**config.mk**
```make
export PLATFORM = sky130hd
export DESIGN_NAME = wpa_rsn_ie_security_parser
export DESIGN_NICKNAME = d
export VERILOG_FILES = /design/src/rtl/wrsp_pkg.sv /design/src/rtl/wpa_rsn_ie_security_parser.sv /design/src/rtl/wrsp_in_stage.sv /design/src/rtl/wrsp_walker.sv
export VERILOG_INCLUDE_DIRS = /design/src /design/src/rtl
export SDC_FILE = /design/constraint.sdc
export NUM_CORES = 1
export LEC_CHECK = 0
export ABC_AREA = 1
export BUFFER_PORTS_ARGS = -buffer_cell sky130_fd_sc_hd__buf_4
export CAP_MARGIN = 20
export CORE_MARGIN = 2
export CORE_UTILIZATION = 65
export CTS_CLUSTER_DIAMETER = 150
export DETAILED_ROUTE_END_ITERATION = 8
export GPL_TIMING_DRIVEN = 0
export PLACE_DENSITY = 0.83
export SYNTH_ARGS = -nofsm -noshare
export SYNTH_HDL_FRONTEND = slang
export SYNTH_SLANG_ARGS = --single-unit
```
**constraint.sdc**
```tcl
create_clock -name clk -period 6.95 [get_ports clk]
set_input_delay 0.695 -clock clk [delete_from_list [all_inputs] [get_ports clk]]
set_output_delay 0.695 -clock clk [all_outputs]
set_load 0.02 [all_outputs]
```
**src/rtl/wpa_rsn_ie_security_parser_defines.svh**
```systemverilog
// Assertion macros shared by the parser's RTL files.
`ifndef WPA_RSN_IE_SECURITY_PARSER_DEFINES_SVH
`define WPA_RSN_IE_SECURITY_PARSER_DEFINES_SVH

// Same-cycle implication, sampled on clk, off while rst_n is low.
`define WRSP_ASSERT_SAME(label, ante, cons, msg) \
  label: assert property (@(posedge clk) disable iff (!rst_n) (ante) |-> (cons)) \
    else $error(msg);

// Next-cycle implication, sampled on clk, off while rst_n is low.
`define WRSP_ASSERT_NEXT(label, ante, cons, msg) \
  label: assert property (@(posedge clk) disable iff (!rst_n) (ante) |=> (cons)) \
    else $error(msg);

`endif

```
**src/rtl/wrsp_pkg.sv**
```systemverilog
// Types, codes and suite tables for the RSN/WPA element parser.
package wrsp_pkg;

  localparam logic [7:0] ID_RSN    = 8'h30;
  localparam logic [7:0] ID_VENDOR = 8'hdd;
  localparam logic [7:0] WPA_TYPE  = 8'h01;
  localparam logic [7:0] AKM_DOT1X = 8'h01;

  localparam logic [7:0] SUITE_WEP40  = 8'h01;
  localparam logic [7:0] SUITE_TKIP   = 8'h02;
  localparam logic [7:0] SUITE_WRAP   = 8'h03;
  localparam logic [7:0] SUITE_CCMP   = 8'h04;
  localparam logic [7:0] SUITE_WEP104 = 8'h05;

  localparam logic [2:0] SEC_WPA2  = 3'h1;
  localparam logic [2:0] SEC_WPA   = 3'h2;
  localparam logic [2:0] SEC_DOT1X = 3'h4;

  localparam logic [4:0] CIPH_TKIP   = 5'h01;
  localparam logic [4:0] CIPH_CCMP   = 5'h02;
  localparam logic [4:0] CIPH_WEP40  = 5'h04;
  localparam logic [4:0] CIPH_WEP104 = 5'h08;
  localparam logic [4:0] CIPH_WRAP   = 5'h10;

  typedef enum logic [10:0] {
    PH_ID     = 11'b000_0000_0001,
    PH_LEN    = 11'b000_0000_0010,
    PH_WOUI   = 11'b000_0000_0100,
    PH_WTYPE  = 11'b000_0000_1000,
    PH_VER    = 11'b000_0001_0000,
    PH_GROUP  = 11'b000_0010_0000,
    PH_PCOUNT = 11'b000_0100_0000,
    PH_PLIST  = 11'b000_1000_0000,
    PH_ACOUNT = 11'b001_0000_0000,
    PH_ALIST  = 11'b010_0000_0000,
    PH_SKIP   = 11'b100_0000_0000
  } phase_t;

  typedef enum logic [1:0] {
    KIND_SKIP = 2'd0,
    KIND_RSN  = 2'd1,
    KIND_WPA  = 2'd2
  } kind_t;

  typedef struct packed {
    logic [7:0] data;
    logic       new_cell;
    logic       last;
  } item_t;

  typedef struct packed {
    logic [4:0] cip;
    logic [2:0] sec;
  } flags_t;

  function automatic logic [7:0] wpa_oui_byte(input logic [1:0] idx);
    logic [7:0] b;
    case (idx)
      2'd0:    b = 8'h00;
      2'd1:    b = 8'h50;
      2'd2:    b = 8'hf2;
      default: b = 8'h00;
    endcase
    return b;
  endfunction

  function automatic logic [7:0] rsn_oui_byte(input logic [1:0] idx);
    logic [7:0] b;
    case (idx)
      2'd0:    b = 8'h00;
      2'd1:    b = 8'h0f;
      2'd2:    b = 8'hac;
      default: b = 8'h00;
    endcase
    return b;
  endfunction

  function automatic logic [4:0] cipher_bit(input logic [7:0] suite);
    logic [4:0] c;
    case (suite)
      SUITE_WEP40:  c = CIPH_WEP40;
      SUITE_TKIP:   c = CIPH_TKIP;
      SUITE_WRAP:   c = CIPH_WRAP;
      SUITE_CCMP:   c = CIPH_CCMP;
      SUITE_WEP104: c = CIPH_WEP104;
      default:      c = 5'h00;
    endcase
    return c;
  endfunction

endpackage

```
**src/rtl/wpa_rsn_ie_security_parser.sv**
```systemverilog
// Top level of the RSN/WPA information element security parser.
//
//  channel | dir | handshake             | content
//  --------+-----+-----------------------+-------------------------------------------
//  in_     | in  | in_tvalid/in_tready   | one element buffer byte, tlast = buffer end
//  out_    | out | out_tvalid/out_tready | security summary, one per buffer end
//
// One byte a cycle unless a waiting summary holds a tlast byte; each byte is
// registered, decoded combinationally, and its summary, if any, lands in the output register.
// rst_n is synchronous: the walk returns to awaiting an id and all flags clear.
// A summary waiting on out_tready holds only bytes that carry tlast; other
// bytes keep flowing past it.
`include "wpa_rsn_ie_security_parser_defines.svh"

module wpa_rsn_ie_security_parser
  import wrsp_pkg::*;
(
  input  logic       clk,
  input  logic       rst_n,
  input  logic       in_tvalid,
  output logic       in_tready,
  input  logic [7:0] in_tdata,   // [7:0] data_byte
  input  logic [0:0] in_tuser,   // [0] new_cell
  input  logic       in_tlast,   // buffer_end
  output logic       out_tvalid,
  input  logic       out_tready,
  output logic [7:0] out_tdata   // [0] wpa_seen, [1] wpa2_seen, [2] dot1x_seen,
                                 // [3] cipher_tkip, [4] cipher_ccmp,
                                 // [5] cipher_wep40, [6] cipher_wep104, [7] cipher_wrap
);

  item_t      in_item;
  item_t      item;
  logic       item_valid;
  logic       adv;
  flags_t     flags_nxt;
  logic       out_valid_r, out_valid_nxt;
  logic [7:0] out_data_r;

  assign in_item = '{data: in_tdata, new_cell: in_tuser[0], last: in_tlast};

  wrsp_in_stage u_in_stage (
    .clk        (clk),
    .rst_n      (rst_n),
    .in_valid   (in_tvalid),
    .in_ready   (in_tready),
    .in_item    (in_item),
    .adv        (adv),
    .item_valid (item_valid),
    .item       (item)
  );

  wrsp_walker u_walker (
    .clk       (clk),
    .rst_n     (rst_n),
    .upd       (adv),
    .item      (item),
    .flags_nxt (flags_nxt)
  );

  // advance unless a summary would overwrite one still waiting
  assign adv = item_valid && (!item.last || !out_valid_r || out_tready);

  always_comb begin
    out_valid_nxt = out_valid_r && !out_tready;
    if (adv && item.last) begin
      out_valid_nxt = 1'b1;
    end
  end

  always_ff @(posedge clk) begin
    if (!rst_n) begin
      out_valid_r <= 1'b0;
    end else begin
      out_valid_r <= out_valid_nxt;
    end
  end

  always_ff @(posedge clk) begin
    if (adv && item.last) begin
      out_data_r <= {flags_nxt.cip, flags_nxt.sec[2], flags_nxt.sec[0], flags_nxt.sec[1]};
    end
  end

  assign out_tvalid = out_valid_r;
  assign out_tdata  = out_data_r;

  `WRSP_ASSERT_SAME(a_out_rise_from_last, $rose(out_valid_r), $past(adv && item.last), "summary without a buffer end")
  `WRSP_ASSERT_SAME(a_no_overwrite, out_valid_r && !out_tready, !(adv && item.last), "waiting summary overwritten")
  `WRSP_ASSERT_NEXT(a_plain_byte_flows, item_valid && !item.last, !$past(item_valid && !adv), "plain byte stalled")

endmodule

```
**src/rtl/wrsp_in_stage.sv**
```systemverilog
// Input register for incoming element buffer bytes.
module wrsp_in_stage
  import wrsp_pkg::*;
(
  input  logic  clk,
  input  logic  rst_n,
  input  logic  in_valid,
  output logic  in_ready,
  input  item_t in_item,
  input  logic  adv,
  output logic  item_valid,
  output item_t item
);

  logic  valid_r;
  logic  valid_nxt;
  item_t item_r;

  assign in_ready   = !valid_r || adv;
  assign valid_nxt  = in_ready ? in_valid : valid_r;
  assign item_valid = valid_r;
  assign item       = item_r;

  always_ff @(posedge clk) begin
    if (!rst_n) begin
      valid_r <= 1'b0;
    end else begin
      valid_r <= valid_nxt;
    end
  end

  // payload loads on every request taken
  always_ff @(posedge clk) begin
    if (in_ready && in_valid) begin
      item_r <= in_item;
    end
  end

endmodule

```
**src/rtl/wrsp_walker.sv**
```systemverilog
// Element walker: per-byte next-state logic and the walk and flag registers.
`include "wpa_rsn_ie_security_parser_defines.svh"

module wrsp_walker
  import wrsp_pkg::*;
(
  input  logic   clk,
  input  logic   rst_n,
  input  logic   upd,
  input  item_t  item,
  output flags_t flags_nxt
);

  logic [8:0]  pos_r, pos_nxt;
  logic [7:0]  len_r, len_nxt;
  kind_t       kind_r, kind_nxt;
  phase_t      phase_r, phase_nxt;
  logic [15:0] left_r, left_nxt;
  logic        match_r, match_nxt;
  logic [7:0]  low_r, low_nxt;
  logic [2:0]  sec_r, sec_nxt;
  logic [4:0]  cip_r, cip_nxt;
  logic [4:0]  pcip_r, pcip_nxt;
  logic        pdot_r, pdot_nxt;
  logic [1:0]  sub_r, sub_nxt;

  logic [7:0]  d;
  logic [2:0]  sec_base;
  logic [4:0]  cip_base;
  logic        is_rsn;
  logic [8:0]  ver_end;
  logic [8:0]  grp_end;
  logic [7:0]  oui_byte;
  logic        suite_done;
  logic [15:0] left_dec;
  logic [15:0] count_val;
  logic [4:0]  pend_cip;
  logic        pend_dot;
  logic [7:0]  len_eff;
  logic        end_hit;

  always_comb begin
    d          = item.data;
    sec_base   = item.new_cell ? 3'h0 : sec_r;
    cip_base   = item.new_cell ? 5'h00 : cip_r;
    is_rsn     = (kind_r == KIND_RSN);
    ver_end    = is_rsn ? 9'd3 : 9'd7;
    grp_end    = is_rsn ? 9'd7 : 9'd11;
    oui_byte   = is_rsn ? rsn_oui_byte(sub_r) : wpa_oui_byte(sub_r);
    suite_done = (sub_r == 2'd3);
    left_dec   = (left_r != 16'd0) ? 16'(left_r - 16'd1) : left_r;
    count_val  = {d, low_r};
    pend_cip   = pcip_r | ((match_r && suite_done) ? cipher_bit(d) : 5'h00);
    pend_dot   = pdot_r | (match_r && suite_done && (d == AKM_DOT1X));

    pos_nxt   = pos_r;
    len_nxt   = len_r;
    kind_nxt  = kind_r;
    phase_nxt = phase_r;
    left_nxt  = left_r;
    match_nxt = match_r;
    low_nxt   = low_r;
    sec_nxt   = sec_base;
    cip_nxt   = cip_base;
    pcip_nxt  = pcip_r;
    pdot_nxt  = pdot_r;
    sub_nxt   = sub_r;

    unique case (phase_r)
      PH_ID: begin
        if (d == ID_RSN) begin
          kind_nxt = KIND_RSN;
        end else if (d == ID_VENDOR) begin
          kind_nxt = KIND_WPA;
        end else begin
          kind_nxt = KIND_SKIP;
        end
        phase_nxt = PH_LEN;
      end
      PH_LEN: begin
        len_nxt = d;
        if (kind_r == KIND_RSN) begin
          phase_nxt = PH_VER;
        end else if (kind_r == KIND_WPA) begin
          phase_nxt = PH_WOUI;
        end else begin
          phase_nxt = PH_SKIP;
        end
      end
      PH_WOUI: begin
        if (pos_r < 9'd2 || pos_r > 9'd4 ||
            d != wpa_oui_byte(2'(pos_r[1:0] - 2'd2))) begin
          kind_nxt  = KIND_SKIP;
          phase_nxt = PH_SKIP;
        end else if (pos_r == 9'd4) begin
          phase_nxt = PH_WTYPE;
        end
      end
      PH_WTYPE: begin
        if (d == WPA_TYPE) begin
          phase_nxt = PH_VER;
        end else begin
          kind_nxt  = KIND_SKIP;
          phase_nxt = PH_SKIP;
        end
      end
      PH_VER: begin
        if (pos_r == ver_end) begin
          sec_nxt   = sec_base | (is_rsn ? SEC_WPA2 : SEC_WPA);
          phase_nxt = PH_GROUP;
        end
      end
      PH_GROUP: begin
        if (pos_r == grp_end) begin
          phase_nxt = PH_PCOUNT;
          sub_nxt   = 2'd0;
        end
      end
      PH_PCOUNT: begin
        if (sub_r == 2'd0) begin
          low_nxt = d;
          sub_nxt = 2'd1;
        end else begin
          left_nxt  = count_val;
          sub_nxt   = 2'd0;
          pcip_nxt  = 5'h00;
          phase_nxt = (count_val == 16'd0) ? PH_ACOUNT : PH_PLIST;
        end
      end
      PH_PLIST: begin
        if (!suite_done) begin
          match_nxt = ((sub_r == 2'd0) || match_r) && (d == oui_byte);
          sub_nxt   = 2'(sub_r + 2'd1);
        end else begin
          sub_nxt  = 2'd0;
          left_nxt = left_dec;
          if (left_dec == 16'd0) begin
            cip_nxt   = cip_base | pend_cip;
            pcip_nxt  = 5'h00;
            phase_nxt = PH_ACOUNT;
          end else begin
            pcip_nxt = pend_cip;
          end
        end
      end
      PH_ACOUNT: begin
        if (sub_r == 2'd0) begin
          low_nxt = d;
          sub_nxt = 2'd1;
        end else begin
          left_nxt  = count_val;
          sub_nxt   = 2'd0;
          pdot_nxt  = 1'b0;
          phase_nxt = (count_val == 16'd0) ? PH_SKIP : PH_ALIST;
        end
      end
      PH_ALIST: begin
        if (!suite_done) begin
          match_nxt = ((sub_r == 2'd0) || match_r) && (d == oui_byte);
          sub_nxt   = 2'(sub_r + 2'd1);
        end else begin
          sub_nxt  = 2'd0;
          left_nxt = left_dec;
          if (left_dec == 16'd0) begin
            if (pend_dot) begin
              sec_nxt = sec_base | SEC_DOT1X;
            end
            pdot_nxt  = 1'b0;
            phase_nxt = PH_SKIP;
          end else begin
            pdot_nxt = pend_dot;
          end
        end
      end
      PH_SKIP: begin
      end
      default: begin
      end
    endcase

    // element ends on its last declared byte or at buffer end
    len_eff = (phase_r == PH_LEN) ? d : len_r;
    end_hit = ((pos_r != 9'd0) && (pos_r == 9'({1'b0, len_eff} + 9'd1))) || item.last;

    if (end_hit) begin
      // assume TKIP when the element stops after its version but before the pairwise count is complete
      if (kind_nxt != KIND_SKIP && (phase_nxt == PH_GROUP || phase_nxt == PH_PCOUNT)) begin
        cip_nxt = cip_nxt | CIPH_TKIP;
      end
      pos_nxt   = 9'd0;
      len_nxt   = 8'd0;
      kind_nxt  = KIND_SKIP;
      phase_nxt = PH_ID;
      left_nxt  = 16'd0;
      match_nxt = 1'b1;
      low_nxt   = 8'd0;
      pcip_nxt  = 5'h00;
      pdot_nxt  = 1'b0;
      sub_nxt   = 2'd0;
    end else begin
      pos_nxt = 9'(pos_r + 9'd1);
    end
  end

  assign flags_nxt = '{cip: cip_nxt, sec: sec_nxt};

  always_ff @(posedge clk) begin
    if (!rst_n) begin
      pos_r   <= 9'd0;
      len_r   <= 8'd0;
      kind_r  <= KIND_SKIP;
      phase_r <= PH_ID;
      left_r  <= 16'd0;
      match_r <= 1'b1;
      low_r   <= 8'd0;
      sec_r   <= 3'h0;
      cip_r   <= 5'h00;
      pcip_r  <= 5'h00;
      pdot_r  <= 1'b0;
      sub_r   <= 2'd0;
    end else if (upd) begin
      pos_r   <= pos_nxt;
      len_r   <= len_nxt;
      kind_r  <= kind_nxt;
      phase_r <= phase_nxt;
      left_r  <= left_nxt;
      match_r <= match_nxt;
      low_r   <= low_nxt;
      sec_r   <= sec_nxt;
      cip_r   <= cip_nxt;
      pcip_r  <= pcip_nxt;
      pdot_r  <= pdot_nxt;
      sub_r   <= sub_nxt;
    end
  end

  `WRSP_ASSERT_SAME(a_id_at_start, 1'b1, (phase_r == PH_ID) == (pos_r == 9'd0), "walk position and id phase disagree")
  `WRSP_ASSERT_SAME(a_skip_kind_phase, kind_r == KIND_SKIP, phase_r == PH_ID || phase_r == PH_LEN || phase_r == PH_SKIP, "skipped element in a decode phase")
  `WRSP_ASSERT_NEXT(a_end_resets_walk, upd && item.last, phase_r == PH_ID && pos_r == 9'd0, "walk not reset after buffer end")

endmodule
```
==> metrics.md <==
| Metric | Value |
|---|---|
| Worst Path Required | 7230 ps |
| CP arrival | 3740 ps |
| Drt wl/cell | 16.03 µm |
| Hold Crit Class | reg2reg |
| Clock-pin slew on the worst setup and hold paths | 110 ps |
| Most frequent cells in the layout | nand2_1 (226), inv_1 (122), nor2_1 (121) |
| Layout cells sized above 1 | 0.1045 |
| Async SR Flop Fraction | 0 |
| Routability cong. | 1.062 |
| Status | completed |
| Via count of the first global-routing pass | 5906 |
| CP startpoint kind | flop |
| Post-synthesis area per instance | 6.543 µm² |
| Finished Cell Area | 6724 µm² |
| Routed Antenna Nets | 0 |
| Max Transition Viols Final | 0 |
| Post-synthesis sequential area ratio | 0.3231 |
| CP Max Fanout | 10 |
| Detailed-route via count | 6486 |
| PortBufs | 23 |
| Max VDD drop | 0.1295 mV |
| Iteration-0 DRC Markers | 518 |
| Synth Register Bits | 91 |
| Area after DPL | 6530 µm² |
| Combinational share of power | 0.203 |
| Post-detail-place hpwl | 13830 µm |
| Post-Syn Area | 6196 µm² |
| Post-placement cell count | 1099 |
| Root Buffer | clkbuf_8 |
| Clock Power Share | 0.312 |
| Setup TNS | 0 ps |
| GRT met2 Usage | 0.5278 |
| Static Leak | 2.970 nW |
| Clk sinks | 91 |
| Netlist cell types | 48 |
| Final core utilization | 0.7277 |
| Initial antenna violation count | 0 |
| Final setup fails | 0 |
| Sw Ratio | 0.3461 |
| Layout Nets | 1006 |
| PnR worst setup slack | 3485 ps |
| Top Usage Layer GRT | met2 |
| Post-Syn Instances | 947 |
| Post-Route WL | 17870 µm |
| Worst-Skew Late Latency | 380 ps |
| Site row count | 35 |
| NetSw | 0.4052 mW |
| Cell taking the most area after synthesis | dfxtp_1 |
| Number of synthesized flops with an enable pin | 18 |
| Die X | 101.6 µm |
| First-pass GRT wire length | 28930 µm |
| Met1 Resource Use GR | 0.5112 |
| Pint | 0.7655 mW |
| Vias/cell | 5.817 |
| CTS Hold Bufs | 0 |
| Die Height | 101.6 µm |
| Synth Flop Type | dfxtp_1 |
| Largest cells by area after synthesis | dfxtp_1 (24%), nand2_1 (14%), edfxtp_1 (8.7%), inv_1 (7.4%), nor2_1 (7.3%) |
| Slew margin rel. | 0.5243 |
| Pre-CTS setup slack | 3580 ps |
| Synthesized net count | 972 |
| Filler instances | 770 |
| CP Class | reg2reg |
| Antenna Cells | 0 |
| CTS-repair resized insts | 0 |
| Final Hold Vio Count | 0 |
| H-tree depth | 3 |
| Power density over cell area | 174.1 nW/µm² |
| TritonCTS clock tree | done |
| Post-synth top area share | 0.2359 |
| Skew final | 16.65 ps |
| Seq pwr share | 0.485 |
| Max Cap Viol | 0 |
| R2R Setup Slk | 3480 ps |
| Commonest non-fill, non-tap cell in the layout | nand2_1 |
| Critical path endpoint category | flop |
| Total core area | 9240 µm² |
| Largest net degree at the start of global routing | 19 |
| Slew @ Worst Pin | 711.2 ps |
| Total power | 1.171 mW |
| RSZ-0062 raised after global routing | no |
| Initial DRT Pass Iterations | 6 |
| Total GRT Usage | 0.3606 |
| Fin cells | 1115 |
| Post-CTS Setup Inserts | 0 |
| Die area | 10330 µm² |
| # IOs | 24 |
| Tmin final | 3465 ps |
| Clock buffer depth | 2 |
| Synth-to-Final Area Change | 8.522% |
| Drc violations | 0 |
| Met3 Resource Use GR | 0.08144 |
| Cts bufs inserted | 9 |
| Max Fclk | 0.2886 GHz |
| Initial Util | 0.6705 |
| Final period util | 0.4986 |
| Gr ovfl total | 0 |
| WHS | 473.9 ps |
| Yosys warning count | 0 |
## worst max-delay path: stages (launching register included)
cell	delay (ps)
dfxtp_1	350
inv_2	70
nand2_1	110
nor2_4	310
nand3_1	160
inv_1	160
nand2_1	100
nand2_2	170
ha_1	220
nand3_1	170
nor2_4	170
nand3_1	80
nand2_1	100
nand2_1	50
nand2_1	60
nand2_1	80
nor2_4	130
nand2_4	110
nand2_4	200
buf_2	260
nor2_1	70
nor2_2	160
nor2_1	70
## state kept, by name (all words and copies together), names as in the netlist, 2 cells and up
signal	count
out_tdata	8
u_in_stage.item	10
u_walker.cip_r	5
u_walker.kind_r	2
u_walker.left_r	16
u_walker.len_r	8
u_walker.low_r	8
u_walker.pcip_r	5
u_walker.phase_r	11
u_walker.pos_r	9
u_walker.sec_r	3
u_walker.sub_r	2
## kinds of logic (layout without fill, tap and decap cells)
group                      Yosys count  count (layout)  share of synthesized area
and+or+nand+nor                    524             524                     0.3907
buffers and inverters              159             198                     0.1050
AOI/OAI and AO/OA                  139             139                     0.1264
DFF                                 91              91                     0.3231
xor gates and xnor gates            23              23                    0.03251
adders and majority gates           11              11                    0.02221
## Yosys cell counts (2+ instances only)
cell	number
a21oi_1	57
a31oi_1	6
a41oi_1	2
and2_1	3
buf_2	4
buf_6	6
clkbuf_1	20
dfxtp_1	73
edfxtp_1	18
ha_1	11
inv_1	122
inv_2	5
nand2_1	226
nand2_2	9
nand2_4	5
nand3_1	69
nand3_2	5
nand3b_1	2
nand4_1	20
nor2_1	121
nor2_2	13
nor2_4	6
nor3_1	29
nor3b_2	2
nor4_1	9
o211ai_1	3
o21a_1	2
o21ai_0	45
o21ai_2	3
o22ai_1	10
o31ai_1	3
xnor2_1	3
xor2_1	20
## final cells by class
class / instances / area (µm²) / share of cell area
plain buffers: 31 / 170.2 / 0.02531
clock buffers: 9 / 123.9 / 0.01842
clock inverters: 7 / 70.07 / 0.01042
inverters: 128 / 480.5 / 0.07146
multi-input cells: 697 / 3543 / 0.5270
flip-flops and latches: 91 / 2002 / 0.2977
well taps: 129 / 161.4 / 0.02400
repair buffers: 23 / 172.7 / 0.02568
## per-layer routing
| layer | wire length (µm) | up-vias | share of wire |
|---|---|---|---|
| met3 | 1914 | 46 | 0.11 |
| li1 | - | 3138 | - |
| met5 | 0 | - | 0 |
| met4 | 570 | 0 | 0.032 |
| met2 | 7517 | 336 | 0.42 |
| met1 | 7865 | 2966 | 0.44 |
## power by group through the flow
stage	Clock, mW	Combinational [mW]	Sequential, mW
CTS	0.363	0.228	0.568
finish	0.365	0.238	0.568
floorplan	0	0.164	0.578
global placement	0	0.226	0.579
global route	0.385	0.260	0.570
detailed placement	0	0.227	0.580
## final timing paths
kind                        from                  to  depth (start not counted)
max          u_walker.phase_r[3]  u_walker.left_r[4]                         22
min            u_walker.len_r[5]   u_walker.len_r[5]                          2
max reg2reg  u_walker.phase_r[3]  u_walker.left_r[4]                         22
min reg2reg    u_walker.len_r[5]   u_walker.len_r[5]                          2
(Power assumes the default switching activity.)
